`src/rtl/ata_taskfile_command_issue_defines.svh`:
```
// ----------------------------------------------------------------------------
// ATA task-file command issue: assertion macros
// Shared property wrappers, clocked and reset-qualified.
// ----------------------------------------------------------------------------
`ifndef ATA_TASKFILE_COMMAND_ISSUE_DEFINES_SVH
`define ATA_TASKFILE_COMMAND_ISSUE_DEFINES_SVH

// same-cycle implication
`define ATF_ASSERT_NOW(label, clk, rst_n, ante, cons, msg) \
	label: assert property (@(posedge clk) disable iff (!rst_n) (ante) |-> (cons)) \
		else $error(msg);

// next-cycle implication
`define ATF_ASSERT_NEXT(label, clk, rst_n, ante, cons, msg) \
	label: assert property (@(posedge clk) disable iff (!rst_n) (ante) |=> (cons)) \
		else $error(msg);

`endif

```
`src/rtl/ata_tf_pkg.sv`:
```
// ----------------------------------------------------------------------------
// ata_tf_pkg
// Types and constants of the ATA task-file command issue block.
// ----------------------------------------------------------------------------
package ata_tf_pkg;

	// geometry defaults
	localparam int SPT_DEFAULT   = 63;
	localparam int HEADS_DEFAULT = 16;

	// CHS math only ever sees addresses below the 48-bit threshold
	localparam int LBA_CHS_W = 28;
	localparam logic [31:0] LBA48_MIN = 32'h1000_0000;

	// configuration register indexes
	localparam int CFG_IDX_W = 2;
	localparam int CFG_DATA_W = 16;
	localparam logic [CFG_IDX_W-1:0] CFG_LBA_SUPPORTED = 2'd0;
	localparam logic [CFG_IDX_W-1:0] CFG_COMMAND_BASE  = 2'd1;
	localparam logic [CFG_IDX_W-1:0] CFG_CONTROL_BASE  = 2'd2;

	localparam logic [15:0] COMMAND_BASE_RST = 16'h01F0;
	localparam logic [15:0] CONTROL_BASE_RST = 16'h03F6;

	// register offsets
	localparam logic [2:0] REG_DEVCTL  = 3'd2;  // control block
	localparam logic [2:0] REG_SECCNT  = 3'd2;
	localparam logic [2:0] REG_LBA_LO  = 3'd3;
	localparam logic [2:0] REG_LBA_MID = 3'd4;
	localparam logic [2:0] REG_LBA_HI  = 3'd5;
	localparam logic [2:0] REG_DEVSEL  = 3'd6;
	localparam logic [2:0] REG_COMMAND = 3'd7;

	// data codes
	localparam logic [7:0] CTL_NIEN    = 8'h02;
	localparam logic [7:0] CTL_HOB_ON  = 8'h81;
	localparam logic [7:0] CTL_HOB_OFF = 8'h01;
	localparam logic [7:0] DEV_CHS     = 8'hA0;
	localparam logic [7:0] DEV_LBA     = 8'hE0;
	localparam logic [7:0] CMD_READ      = 8'h20;
	localparam logic [7:0] CMD_WRITE     = 8'h30;
	localparam logic [7:0] CMD_READ_EXT  = 8'h24;
	localparam logic [7:0] CMD_WRITE_EXT = 8'h34;
	localparam logic       REQ_WRITE     = 1'b1;

	// decoded request handed to the write sequencer
	typedef struct packed {
		logic       ext;
		logic [7:0] devsel;
		logic [7:0] hob_lba;
		logic [7:0] count;
		logic [7:0] b2;
		logic [7:0] b1;
		logic [7:0] b0;
		logic [7:0] cmd;
	} item_t;

	// one step per port write, in bus order
	typedef enum logic [4:0] {
		ST_NIEN,
		ST_DEV,
		ST_H_CNT_ON,
		ST_H_CNT,
		ST_H_CNT_OFF,
		ST_H_LO_ON,
		ST_H_LO,
		ST_H_LO_OFF,
		ST_H_MID_ON,
		ST_H_MID,
		ST_H_MID_OFF,
		ST_H_HI_ON,
		ST_H_HI,
		ST_H_HI_OFF,
		ST_CNT,
		ST_HI,
		ST_MID,
		ST_LO,
		ST_CMD
	} step_t;

endpackage

```
`src/rtl/ata_tf_addr.sv`:
```
// ----------------------------------------------------------------------------
// ata_tf_addr
// Request pipeline: input register, reciprocal multiplies, quotient
// correction, and decode into the address, device and command bytes of the task file.
// ----------------------------------------------------------------------------
`include "ata_taskfile_command_issue_defines.svh"

module ata_tf_addr import ata_tf_pkg::*; #(
	parameter int SECTORS_PER_TRACK = SPT_DEFAULT,
	parameter int HEADS = HEADS_DEFAULT
) (
	input  logic        clk,
	input  logic        arst_n,
	input  logic        req_valid,
	output logic        req_stall,
	input  logic        req_type,
	input  logic [31:0] block_address,
	input  logic [7:0]  sector_count,
	input  logic        lba_supported,
	output item_t       item,
	output logic        item_valid,
	input  logic        pop
);

	localparam int RecipW = LBA_CHS_W + 1;
	localparam int ProdW  = LBA_CHS_W + RecipW;
	localparam int CylDiv = SECTORS_PER_TRACK * HEADS;
	localparam int RemW   = (SECTORS_PER_TRACK > 1) ? $clog2(SECTORS_PER_TRACK) : 1;
	// floor(2^28 / d): estimate is low by at most one
	localparam logic [RecipW-1:0] RecipSpt =
		RecipW'((64'd1 << LBA_CHS_W) / SECTORS_PER_TRACK);
	localparam logic [RecipW-1:0] RecipCyl =
		RecipW'((64'd1 << LBA_CHS_W) / CylDiv);

	logic v_s1, v_s2, v_s3, v_s4;
	logic rdy1, rdy2, rdy3, rdy4;

	logic        write_s1, write_s2, write_s3;
	logic [31:0] lba_s1, lba_s2, lba_s3;
	logic [7:0]  count_s1, count_s2, count_s3;
	logic [ProdW-1:0] prod_spt_s2, prod_cyl_s2;
	logic [LBA_CHS_W-1:0] q_s3, cyl_s3;
	logic [RemW-1:0] r_s3;
	item_t item_s4;

	// stage 2 products
	logic [ProdW-1:0] prod_spt, prod_cyl;
	// stage 3 correction
	logic [LBA_CHS_W-1:0] q_est, r_est, q_fix, r_fix;
	logic [LBA_CHS_W-1:0] c_est, rc_est, c_fix;
	logic fix_q, fix_c;
	// stage 4 decode
	logic [LBA_CHS_W-1:0] head_full;
	logic ext_s3;
	item_t item_d;

	assign rdy4 = !v_s4 || pop;
	assign rdy3 = !v_s3 || rdy4;
	assign rdy2 = !v_s2 || rdy3;
	assign rdy1 = !v_s1 || rdy2;
	assign req_stall = !rdy1;

	assign prod_spt = ProdW'(lba_s1[LBA_CHS_W-1:0]) * ProdW'(RecipSpt);
	assign prod_cyl = ProdW'(lba_s1[LBA_CHS_W-1:0]) * ProdW'(RecipCyl);

	always_comb begin
		q_est  = prod_spt_s2[LBA_CHS_W +: LBA_CHS_W];
		r_est  = lba_s2[LBA_CHS_W-1:0] - LBA_CHS_W'(q_est * SECTORS_PER_TRACK);
		fix_q  = r_est >= LBA_CHS_W'(SECTORS_PER_TRACK);
		q_fix  = q_est + LBA_CHS_W'(fix_q);
		r_fix  = fix_q ? r_est - LBA_CHS_W'(SECTORS_PER_TRACK) : r_est;
		c_est  = prod_cyl_s2[LBA_CHS_W +: LBA_CHS_W];
		rc_est = lba_s2[LBA_CHS_W-1:0] - LBA_CHS_W'(c_est * CylDiv);
		fix_c  = rc_est >= LBA_CHS_W'(CylDiv);
		c_fix  = c_est + LBA_CHS_W'(fix_c);
	end

	always_comb begin
		ext_s3    = lba_s3 >= LBA48_MIN;
		head_full = q_s3 - LBA_CHS_W'(cyl_s3 * HEADS);
		item_d.ext     = ext_s3;
		item_d.hob_lba = lba_s3[31:24];
		item_d.count   = count_s3;
		if (ext_s3 || lba_supported) begin
			item_d.b0     = lba_s3[7:0];
			item_d.b1     = lba_s3[15:8];
			item_d.b2     = lba_s3[23:16];
			item_d.devsel = ext_s3 ? DEV_LBA : (DEV_LBA | {4'h0, lba_s3[27:24]});
		end else begin
			item_d.b0     = 8'(r_s3) + 8'd1;
			item_d.b1     = cyl_s3[7:0];
			item_d.b2     = cyl_s3[15:8];
			item_d.devsel = DEV_CHS | {4'h0, head_full[3:0]};
		end
		if (write_s3 == REQ_WRITE)
			item_d.cmd = ext_s3 ? CMD_WRITE_EXT : CMD_WRITE;
		else
			item_d.cmd = ext_s3 ? CMD_READ_EXT : CMD_READ;
	end

	always_ff @(posedge clk or negedge arst_n) begin
		if (!arst_n) begin
			v_s1 <= 1'b0;
			v_s2 <= 1'b0;
			v_s3 <= 1'b0;
			v_s4 <= 1'b0;
		end else begin
			if (rdy1) v_s1 <= req_valid;
			if (rdy2) v_s2 <= v_s1;
			if (rdy3) v_s3 <= v_s2;
			if (rdy4) v_s4 <= v_s3;
		end
	end

	always_ff @(posedge clk) begin
		if (req_valid && rdy1) begin
			write_s1 <= req_type;
			lba_s1   <= block_address;
			count_s1 <= sector_count;
		end
		if (v_s1 && rdy2) begin
			write_s2    <= write_s1;
			lba_s2      <= lba_s1;
			count_s2    <= count_s1;
			prod_spt_s2 <= prod_spt;
			prod_cyl_s2 <= prod_cyl;
		end
		if (v_s2 && rdy3) begin
			write_s3 <= write_s2;
			lba_s3   <= lba_s2;
			count_s3 <= count_s2;
			q_s3     <= q_fix;
			r_s3     <= r_fix[RemW-1:0];
			cyl_s3   <= c_fix;
		end
		if (v_s3 && rdy4)
			item_s4 <= item_d;
	end

	assign item       = item_s4;
	assign item_valid = v_s4;

	`ATF_ASSERT_NOW(a_rem_range, clk, arst_n, v_s3, 32'(r_s3) < SECTORS_PER_TRACK, "sector remainder not reduced")
	`ATF_ASSERT_NOW(a_chs_fields, clk, arst_n, v_s4 && !item_s4.devsel[6], (item_s4.b0 != 8'd0) && (32'(item_s4.devsel[3:0]) < HEADS), "CHS sector or head out of range")
	`ATF_ASSERT_NOW(a_ext_devsel, clk, arst_n, v_s4 && item_s4.ext, item_s4.devsel == DEV_LBA, "48-bit request with nonzero head")

endmodule

```
`src/rtl/ata_tf_seq.sv`:
```
// ----------------------------------------------------------------------------
// ata_tf_seq
// Write sequencer: steps through the task-file writes of one request and
// loads each into the output register.
// ----------------------------------------------------------------------------
`include "ata_taskfile_command_issue_defines.svh"

module ata_tf_seq import ata_tf_pkg::*; (
	input  logic        clk,
	input  logic        arst_n,
	input  item_t       item,
	input  logic        item_valid,
	output logic        pop,
	input  logic [15:0] command_port_base,
	input  logic [15:0] control_port_base,
	output logic        port_valid,
	input  logic        port_stall,
	output logic [15:0] port_address,
	output logic [7:0]  port_data,
	output logic        last_write
);

	step_t state_q, state_d;
	logic load_out;
	logic sel_ctl;
	logic [2:0] reg_off;
	logic [7:0] data;
	logic last;
	logic out_valid_q;
	logic [15:0] port_address_q;
	logic [7:0] port_data_q;
	logic last_write_q;

	assign load_out = item_valid && (!out_valid_q || !port_stall);
	assign pop = load_out && (state_q == ST_CMD);

	always_comb begin
		state_d = state_q;
		if (load_out) begin
			case (state_q)
				ST_CMD:  state_d = ST_NIEN;
				ST_DEV:  state_d = item.ext ? ST_H_CNT_ON : ST_CNT;
				default: state_d = step_t'(5'(state_q) + 5'd1);
			endcase
		end
	end

	always_comb begin
		sel_ctl = 1'b0;
		reg_off = REG_COMMAND;
		data    = item.cmd;
		last    = 1'b0;
		case (state_q)
			ST_NIEN: begin
				sel_ctl = 1'b1;
				reg_off = REG_DEVCTL;
				data    = CTL_NIEN;
			end
			ST_DEV: begin
				reg_off = REG_DEVSEL;
				data    = item.devsel;
			end
			ST_H_CNT_ON, ST_H_LO_ON, ST_H_MID_ON, ST_H_HI_ON: begin
				sel_ctl = 1'b1;
				reg_off = REG_DEVCTL;
				data    = CTL_HOB_ON;
			end
			ST_H_CNT_OFF, ST_H_LO_OFF, ST_H_MID_OFF, ST_H_HI_OFF: begin
				sel_ctl = 1'b1;
				reg_off = REG_DEVCTL;
				data    = CTL_HOB_OFF;
			end
			ST_H_CNT: begin
				reg_off = REG_SECCNT;
				data    = 8'h00;
			end
			ST_H_LO: begin
				reg_off = REG_LBA_LO;
				data    = item.hob_lba;
			end
			ST_H_MID: begin
				reg_off = REG_LBA_MID;
				data    = 8'h00;
			end
			ST_H_HI: begin
				reg_off = REG_LBA_HI;
				data    = 8'h00;
			end
			ST_CNT: begin
				reg_off = REG_SECCNT;
				data    = item.count;
			end
			ST_HI: begin
				reg_off = REG_LBA_HI;
				data    = item.b2;
			end
			ST_MID: begin
				reg_off = REG_LBA_MID;
				data    = item.b1;
			end
			ST_LO: begin
				reg_off = REG_LBA_LO;
				data    = item.b0;
			end
			ST_CMD: begin
				reg_off = REG_COMMAND;
				data    = item.cmd;
				last    = 1'b1;
			end
			default: begin
				reg_off = REG_COMMAND;
				data    = item.cmd;
			end
		endcase
	end

	always_ff @(posedge clk or negedge arst_n) begin
		if (!arst_n) begin
			state_q     <= ST_NIEN;
			out_valid_q <= 1'b0;
		end else begin
			state_q <= state_d;
			if (load_out)
				out_valid_q <= 1'b1;
			else if (!port_stall)
				out_valid_q <= 1'b0;
		end
	end

	always_ff @(posedge clk) begin
		if (load_out) begin
			port_address_q <= (sel_ctl ? control_port_base : command_port_base) + 16'(reg_off);
			port_data_q    <= data;
			last_write_q   <= last;
		end
	end

	assign port_valid   = out_valid_q;
	assign port_address = port_address_q;
	assign port_data    = port_data_q;
	assign last_write   = last_write_q;

	`ATF_ASSERT_NEXT(a_last_on_cmd, clk, arst_n, load_out && (state_q == ST_CMD), last_write_q && out_valid_q, "command write not flagged last")
	`ATF_ASSERT_NOW(a_no_hob_short, clk, arst_n, item_valid && !item.ext, (state_q <= ST_DEV) || (state_q >= ST_CNT), "HOB step on a short sequence")
	`ATF_ASSERT_NEXT(a_restart, clk, arst_n, pop, state_q == ST_NIEN, "sequencer did not restart after command")

endmodule

```
`src/rtl/ata_taskfile_command_issue.sv`:
```
// ----------------------------------------------------------------------------
// ata_taskfile_command_issue
// Turns a disk access request into the ordered ATA task-file port writes.
// ----------------------------------------------------------------------------
// Usage:
//   Request channel (req_valid/req_stall): read or write, block address and
//   sector count. Port channel (port_valid/port_stall): one register write per
//   transaction, last_write marks the command write that ends a request.
//   Config channel (cfg_valid/cfg_ready, cfg_index/cfg_data) sets the LBA
//   capability and both port bases; cfg_ready is always high.
// Timing:
//   The first write of a request passes the input, product, correction and
//   decode registers and then the output register. A request yields 19 writes
//   in 48-bit mode and 7 otherwise, one per cycle from the output register
//   while port_stall is low, so the sequencer sets the request rate. Requests
//   are taken back to back; up to three more wait in the address pipeline
//   while writes drain. A stalled write holds in the output register and the
//   stall backs up through the pipeline to req_stall.
// Reset:
//   arst_n clears all valid flags and the sequencer; the config registers
//   return to no LBA support, command base 0x1F0 and control base 0x3F6.
// ----------------------------------------------------------------------------
module ata_taskfile_command_issue import ata_tf_pkg::*; #(
	parameter int SECTORS_PER_TRACK = SPT_DEFAULT,
	parameter int HEADS = HEADS_DEFAULT
) (
	input  logic                  clk,
	input  logic                  arst_n,
	input  logic                  cfg_valid,
	output logic                  cfg_ready,
	input  logic [CFG_IDX_W-1:0]  cfg_index,
	input  logic [CFG_DATA_W-1:0] cfg_data,
	input  logic                  req_valid,
	output logic                  req_stall,
	input  logic                  req_type,
	input  logic [31:0]           block_address,
	input  logic [7:0]            sector_count,
	output logic                  port_valid,
	input  logic                  port_stall,
	output logic [15:0]           port_address,
	output logic [7:0]            port_data,
	output logic                  last_write
);

	logic lba_supported_q;
	logic [15:0] command_port_base_q;
	logic [15:0] control_port_base_q;
	item_t item;
	logic item_valid;
	logic pop;

	assign cfg_ready = 1'b1;

	always_ff @(posedge clk or negedge arst_n) begin
		if (!arst_n) begin
			lba_supported_q     <= 1'b0;
			command_port_base_q <= COMMAND_BASE_RST;
			control_port_base_q <= CONTROL_BASE_RST;
		end else if (cfg_valid && cfg_ready) begin
			case (cfg_index)
				CFG_LBA_SUPPORTED: lba_supported_q     <= cfg_data[0];
				CFG_COMMAND_BASE:  command_port_base_q <= cfg_data;
				CFG_CONTROL_BASE:  control_port_base_q <= cfg_data;
				default: ;
			endcase
		end
	end

	ata_tf_addr #(
		.SECTORS_PER_TRACK(SECTORS_PER_TRACK),
		.HEADS(HEADS)
	) u_addr (
		.clk(clk),
		.arst_n(arst_n),
		.req_valid(req_valid),
		.req_stall(req_stall),
		.req_type(req_type),
		.block_address(block_address),
		.sector_count(sector_count),
		.lba_supported(lba_supported_q),
		.item(item),
		.item_valid(item_valid),
		.pop(pop)
	);

	ata_tf_seq u_seq (
		.clk(clk),
		.arst_n(arst_n),
		.item(item),
		.item_valid(item_valid),
		.pop(pop),
		.command_port_base(command_port_base_q),
		.control_port_base(control_port_base_q),
		.port_valid(port_valid),
		.port_stall(port_stall),
		.port_address(port_address),
		.port_data(port_data),
		.last_write(last_write)
	);

endmodule
```
`config.mk`:
```
export PLATFORM = sky130hd
export DESIGN_NAME = ata_taskfile_command_issue
export DESIGN_NICKNAME = d
export VERILOG_FILES = /design/src/rtl/ata_tf_pkg.sv /design/src/rtl/ata_tf_addr.sv /design/src/rtl/ata_tf_seq.sv /design/src/rtl/ata_taskfile_command_issue.sv
export VERILOG_INCLUDE_DIRS = /design/src /design/src/rtl
export SDC_FILE = /design/constraint.sdc
export NUM_CORES = 1
export LEC_CHECK = 0
export BUFFER_PORTS_ARGS = -buffer_cell sky130_fd_sc_hd__buf_2
export CAP_MARGIN = 5
export CORE_MARGIN = 2
export CORE_UTILIZATION = 65
export CTS_BUF_LIST = sky130_fd_sc_hd__clkbuf_2 sky130_fd_sc_hd__clkbuf_4 sky130_fd_sc_hd__clkbuf_8
export CTS_CLUSTER_DIAMETER = 120
export DETAILED_ROUTE_END_ITERATION = 12
export GPL_ROUTABILITY_DRIVEN = 1
export PLACE_DENSITY = 0.95
export SLEW_MARGIN = 20
export SYNTH_ARGS = -nofsm -noshare
export SYNTH_HDL_FRONTEND = slang
export SYNTH_SLANG_ARGS = --single-unit
```
`constraint.sdc`:
```
create_clock -name clk -period 8.4 [get_ports clk]
set_input_delay 1.26 -clock clk [delete_from_list [all_inputs] [get_ports clk]]
set_output_delay 1.26 -clock clk [all_outputs]
set_load 0.01 [all_outputs]
```
==> impl_metrics.json, run 1 <==
{
  "drc": 0,
  "drt_iter0_drc": 1254,
  "vias": 15042,
  "postLayoutCoreUtil_pct": 73.3,
  "synth-seq-cells": 287,
  "postCtsHoldBufs": 0,
  "diodes": 0,
  "cp-end-kind": "register",
  "yosysSeqAreaShare_pct": 39.4,
  "synth_flop_cell": "edfxtp_1",
  "cts-root-buf": "clkbuf_8",
  "dp_hpwl_microns": 38400,
  "tns_ns": 0,
  "required_ns": 8.74,
  "grt_pass1_vias": 15522,
  "via_per_inst": 5.97,
  "syn_to_final_growth_pct": 11.3,
  "track_usage_pct": 30.4,
  "antenna_found_initial": 0,
  "crit_type": "reg -> reg",
  "p_switching_mw": 3.47,
  "power.density_nw_per_um2": 335,
  "finalClockSkew_ns": 0.0269,
  "wl_per_cell_microns": 20.3,
  "critPathLaunch": "u_addr.prod_spt_s2[37]",
  "io_buffers": 90,
  "cts_made_buffers": 49,
  "swShare_pct": 43.5,
  "slowest_stage": "fa_2",
  "clk_path_buf_depth": 3,
  "hold_start": "u_addr.count_s3[3]",
  "setup_violations": 0,
  "grt_pass1_wl_microns": 80000,
  "rows": 66,
  "drive_gt1_share_pct": 14.7,
  "internal-power_mw": 4.51,
  "dieWidth_microns": 185,
  "p_clk_share_pct": 17.6,
  "syn-cell-area_sq_um": 21400,
  "synth_nets": 2341,
  "fmax_mhz": 122,
  "core_area_sq_um": 32500,
  "timing.critical_path.mode_cell": "inv_1",
  "finalCritPeriodShare_pct": 97.3,
  "slowest_delay_ns": 0.61,
  "htreeDepth": 2,
  "min_period_ns": 8.18,
  "dieArea_sq_um": 34300,
  "synth.distinct_cells": 81,
  "async_flop_share_pct": 15.0,
  "clkLatencyLatePin_ns": 0.61,
  "relSlewSlack_pct": 31.0,
  "hold_viol_final": 0,
  "die_height_microns": 185,
  "fin_nets": 2492,
  "cts_sinks": 287,
  "max_cap_violations": 0,
  "hp-class": "reg -> reg",
  "grt_overflow": 0,
  "comb_power_share_pct": 58.6,
  "arrival_ns": 8.51,
  "outcome": "finished clean",
  "ios": 92,
  "yosysWarnings": 0,
  "p_seq_share_pct": 23.8,
  "final_max_slew_viol_count": 0,
  "vdd_drop_max_v": 0.000195,
  "reg2reg_from": "u_addr.prod_spt_s2[37]",
  "synth_area_per_cell_sq_um": 11.3,
  "syn_inst": 1886,
  "grt_max_degree": 53,
  "initial_utilization_pct": 65.8,
  "cp_top_family": "adder cells",
  "synth_edf_count": 244,
  "critPathMaxFanout": 4,
  "leakagePower_nw": 10.4,
  "clk_pin_slew_worst_paths_ns": 0.07,
  "start_kind": "register",
  "critPathBufInv": 6,
  "worst_pin_slew_ns": 1.03,
  "gp_congestion": 0.998,
  "cts_tree": "yes",
  "firstDrtPassIters": 8,
  "drt_wl_total_microns": 51100,
  "ant_nets": 0
}
-- power groups by stage --
| stage | combinational (mW) | sequential [mW] | clock [mW] |
|---|---|---|---|
| after CTS | 4.46 | 1.89 | 1.42 |
| after detailed placement | 4.41 | 1.92 | 0 |
| final | 4.67 | 1.90 | 1.40 |
| after global placement | 4.29 | 1.90 | 0 |
| after global routing | 5.13 | 1.91 | 1.48 |
| after floorplan | 3.34 | 1.89 | 0 |
-- through the flow --
stage / cells / hold WS (ns) / cell area, sq um / total power, mW / setup WS (ns)
2_1_floorplan: 1886 / 0.400 / 21400 / 5.23 / 0.692
3_3_place_gp: 2415 / 0.406 / 22500 / 6.20 / 0.301
3_5_place_dp: 2415 / 0.405 / 22500 / 6.33 / 0.0846
4_1_cts: 2506 / 0.414 / 23600 / 7.77 / 0.0601
5_1_grt: 2519 / 0.416 / 23800 / 8.53 / -0.164
6_report: 2519 / 0.418 / 23800 / 7.97 / 0.224
-- final cells by class --
cell class | instances | area (sq um)
Inverter | 270 | 1010
Sequential cell | 287 | 8420
Multi-Input combinational cell | 1300 | 11900
Tap cell | 442 | 553
Timing Repair Buffer | 129 | 763
Clock inverter | 29 | 309
Fill cell | 2026 | 8680
Clock buffer | 62 | 785
-- cell usage after synthesis, types with 7 or more instances --
master	count	area (sq um)
mux2_2	37	417
o21a_1	7	52.6
xnor2_1	74	648
and4_1	8	70.1
and3_1	9	56.3
nand4_1	27	169
ha_1	241	3020
mux2i_1	21	210
a21oi_1	85	425
nor4_1	8	50.1
clkbuf_1	24	90.1
o211ai_1	9	67.6
nor2b_1	20	125
o21bai_1	7	52.6
edfxtp_1	244	7330
inv_1	270	1010
nor3_1	17	85.1
nand2b_1	19	119
a31oi_1	10	62.6
dfstp_2	13	342
nand2_1	138	518
o31ai_1	11	82.6
fa_1	150	3000
a211oi_1	10	75.1
nor3b_1	7	52.6
xor2_1	42	368
dfrtp_1	30	751
nor2_1	85	319
o21ai_0	73	365
a22oi_1	17	128
and2_1	8	50.1
nand3_1	40	200
a21o_1	28	210
-- path summary, 6_finish.rpt --
| kind | to | cells past startpoint | slack, ns |
|---|---|---|---|
| max in group asynchronous | control_port_base_q[11] | 1 | 6.98 |
| min in group asynchronous | u_seq.state_q[2] | 1 | 0.79 |
| setup reg to reg | u_addr.cyl_s3[15] | 35 | 0.22 |
| setup / recovery | u_addr.cyl_s3[15] | 35 | 0.22 |
| hold reg to reg | u_addr.item[35] | 0 | 0.42 |
| hold / removal | u_addr.item[35] | 0 | 0.42 |
-- worst register-to-register path: cells and delay by family (launching register included) --
family	cells	cell delay (ns)
flip-flops	1	0.43
AO/OA/AOI/OAI	11	2.36
adder cells (fa/ha/maj)	6	2.39
buffers and inverters	6	0.58
AND/OR/NAND/NOR	10	1.98
XOR/XNOR	2	0.21
-- per-layer routing --
metal | GRT usage, % | part of all wire, % | vias up
li1 | - | - | 6920
met1 | 37.9 | 39 | 7235
met5 | 0 | 0 | -
met4 | 13.4 | 4.5 | 0
met3 | 5.09 | 7.6 | 175
met2 | 52.2 | 49 | 712
-- cells in the final DEF, fill, tap and decap left out, types with 10 or more instances in the layout --
| master | n |
|---|---|
| dfrtp_1 | 30 |
| dfstp_2 | 13 |
| xnor2_1 | 74 |
| a21o_1 | 28 |
| a22oi_1 | 17 |
| clkbuf_8 | 51 |
| mux2_2 | 37 |
| edfxtp_1 | 244 |
| clkinv_1 | 12 |
| o21ai_0 | 71 |
| nand2_1 | 138 |
| mux2i_1 | 21 |
| nand4_1 | 27 |
| inv_1 | 265 |
| buf_2 | 90 |
| fa_1 | 148 |
| nor3_1 | 15 |
| clkbuf_4 | 11 |
| nor2b_1 | 19 |
| a31oi_1 | 10 |
| xor2_1 | 42 |
| nand3_1 | 40 |
| a21oi_1 | 82 |
| o31ai_1 | 10 |
| nand2b_1 | 19 |
| ha_1 | 240 |
| nor2_1 | 83 |
| buf_4 | 38 |
-- kinds of logic (layout without fill, tap and decap cells) --
| kind of cell | after synthesis | in the layout | synth area share (%) |
|---|---|---|---|
| simple gates | 414 | 414 | 9.47 |
| fa+ha+maj | 391 | 391 | 28.2 |
| compound gates | 320 | 320 | 9.97 |
| buf+inv | 299 | 490 | 5.28 |
| flops | 287 | 287 | 39.4 |
| xor+xnor | 116 | 116 | 4.75 |
| mux | 58 | 58 | 2.93 |
| other cells | 1 | 1 | 0.0176 |
-- flip-flops by register name, indices dropped and copies added (netlist names), 4 cells and up --
| signal | flops |
|---|---|
| u_addr.item | 47 |
| u_addr.count_s2 | 8 |
| u_addr.lba_s2 | 32 |
| u_seq.state_q | 5 |
| control_port_base_q | 16 |
| u_addr.cyl_s3 | 16 |
| u_addr.count_s1 | 8 |
| u_seq.port_address | 16 |
| u_seq.port_data | 8 |
| u_addr.r_s3 | 6 |
| u_addr.prod_spt_s2 | 23 |
| u_addr.lba_s3 | 32 |
| u_addr.lba_s1 | 32 |
| command_port_base_q | 16 |
| u_addr.count_s3 | 8 |
| u_addr.q_s3 | 4 |
-- what timing repair did --
action                     CTS  global route
setup endpoints to repair    0            16
setup buffers                0            12
gates resized for setup      0            23
hold endpoints to repair     0             0
(Power assumes the default switching activity.)
==> inputs of run 2 (changes only) <==
GPL_TIMING_DRIVEN = 0   (was default)
==> impl_metrics.json, run 2 (same netlist as run 1, synthesis figures left out) <==
{
  "outcome": "complete, but fails checks",
  "violations": "negative setup slack",
  "clkLatencyLatePin_ns": 0.65,
  "final_common_cell": "inv_1",
  "min_period_ns": 8.77,
  "slowest_stage": "fa_2",
  "max_cap_violations": 0,
  "cp-end-kind": "register",
  "worst_pin_slew_ns": 1.15,
  "slowest_delay_ns": 0.64,
  "hold_start": "u_addr.count_s2[5]",
  "finalCritPeriodShare_pct": 104,
  "cts_made_buffers": 49,
  "grt_pass1_vias": 16151,
  "finalClockSkew_ns": 0.0238,
  "syn_to_final_growth_pct": 13.7,
  "dieArea_sq_um": 34300,
  "initial_utilization_pct": 65.8,
  "final_max_slew_viol_count": 0,
  "reg2reg_from": "u_addr.prod_spt_s2[39]",
  "grt_overflow": 0,
  "relSlewSlack_pct": 22.5,
  "crit_type": "reg -> reg",
  "cts_tree": "yes",
  "comb_power_share_pct": 61.5,
  "p_seq_share_pct": 22.8,
  "vdd_drop_max_v": 0.000228,
  "internal-power_mw": 4.48,
  "via_per_inst": 6.33,
  "fin_nets": 2540,
  "setup_ws_ns": -0.373,
  "wl_per_cell_microns": 23.3,
  "start_kind": "register",
  "required_ns": 8.77,
  "placed_cells": 2422,
  "final_cell_count_no_fill": 2566,
  "drt_wl_total_microns": 59800,
  "fmax_mhz": 114,
  "vias": 16238,
  "critPathMaxFanout": 4,
  "final_cell_mix": "247 x inv_1, 244 x edfxtp_1, 226 x ha_1, 137 x fa_1, 135 x nand2_1",
  "core_area_sq_um": 32500,
  "rows": 66,
  "track_usage_pct": 32.1,
  "critPathLaunch": "u_addr.prod_spt_s2[39]",
  "ant_nets": 0,
  "clk_pin_slew_worst_paths_ns": 0.06,
  "drive_gt1_share_pct": 18.3,
  "clk_path_buf_depth": 3,
  "gp_congestion": 0.964,
  "grt_max_degree": 58,
  "grt_setup_unrepaired": "true",
  "drc": 0,
  "p_switching_mw": 3.70,
  "setup_violations": 15,
  "hold_viol_final": 0,
  "dieWidth_microns": 185,
  "die_height_microns": 185,
  "io_buffers": 90,
  "postLayoutCoreUtil_pct": 74.9,
  "arrival_ns": 9.14,
  "grt_pass1_wl_microns": 83700,
  "leakagePower_nw": 10.5,
  "drt_iter0_drc": 1712,
  "antenna_found_initial": 1,
  "hold-worst-slack_ns": 0.419,
  "firstDrtPassIters": 6,
  "hp-class": "reg -> reg",
  "cts_sinks": 287,
  "htreeDepth": 2,
  "dp_hpwl_microns": 38900,
  "timing.critical_path.mode_cell": "nand4_1",
  "p_clk_share_pct": 15.7,
  "largest_reg_flops": 47,
  "postCtsHoldBufs": 0,
  "cts-root-buf": "clkbuf_8",
  "pre_cts_ws_ns": -1.27,
  "power.density_nw_per_um2": 337,
  "swShare_pct": 45.3,
  "ios": 92
}
==> run 2: cell count changes in the layout (fill, tap and decap cells not counted), moves of 5 or more <==
| cell | previous run | this run |
|---|---|---|
| clkbuf_1 | 0 | 24 |
| inv_1 | 265 | 247 |
| ha_1 | 240 | 226 |
| inv_2 | 5 | 19 |
| buf_4 | 38 | 49 |
| fa_1 | 148 | 137 |
| fa_2 | 2 | 13 |
| ha_4 | 1 | 11 |
| buf_6 | 0 | 6 |
| xnor2_1 | 74 | 69 |
| xnor2_2 | 0 | 5 |
==> run 2: worst max-delay path, delay by kind of cell, from the launching register on <==
kind	cells	cell delay [ns]
and+or+nand+nor	10	2.08
AOI/OAI and AO/OA	12	2.57
xor gates and xnor gates	2	0.24
DFF	1	0.47
adders and majority gates	6	2.46
buffers and inverters	6	0.66
==> run 2: area by class of cell <==
cell class / count / area [sq um]
clock inverters: 27 / 209
fillers: 1874 / 8150
inverters: 270 / 1020
repair buffers: 148 / 966
clock buffers: 61 / 764
multi-input cells: 1300 / 12200
plain buffers: 29 / 115
diodes: 2 / 5.00
well taps: 442 / 553
flip-flops and latches: 287 / 8420
==> run 2: power by group through the flow <==
stage	registers [mW]	logic (mW)	clock network (mW)
detailed placement	1.89	4.38	0
finish	1.87	5.04	1.28
global route	1.88	5.42	1.34
global placement	1.88	4.23	0
floorplan	1.89	3.34	0
CTS	1.86	4.53	1.28
==> run 2: routing by layer <==
| layer | part of all wire (%) | vias up | track usage (%) |
|---|---|---|---|
| li1 | - | 7031 | - |
| met1 | 35 | 7722 | 37.9 |
| met2 | 48 | 1105 | 56.3 |
| met3 | 9.3 | 380 | 4.86 |
| met4 | 8.1 | 0 | 17.8 |
| met5 | 0 | - | 0 |
==> run 2: through the flow <==
step / TNS (ns) / total power [mW] / cell area, sq um
floorplan: 0 / 5.23 / 21400
global placement: -13.63 / 6.11 / 22400
detailed placement: -17.70 / 6.27 / 22500
CTS: 0 / 7.67 / 23700
global route: -8.22 / 8.64 / 24300
finish: -4.01 / 8.18 / 24300
==> run 2: repair_timing <==
item	4_1_cts	5_1_grt
endpoints found under the setup margin	16	16
setup buffers	22	34
endpoints found under the hold margin	0	0
pin swaps	20	56
resized for setup	25	90
==> run 2: path summary, 6_finish.rpt <==
path	end	slack (ns)	cells after the start
min in group asynchronous	u_seq.state_q[2]	0.78	1
hold / removal	u_addr.count_s3[5]	0.42	0
setup / recovery	u_addr.cyl_s3[15]	-0.37	36
hold reg to reg	u_addr.count_s3[5]	0.42	0
setup reg to reg	u_addr.cyl_s3[15]	-0.37	36
max in group asynchronous	command_port_base_q[10]	7.00	1
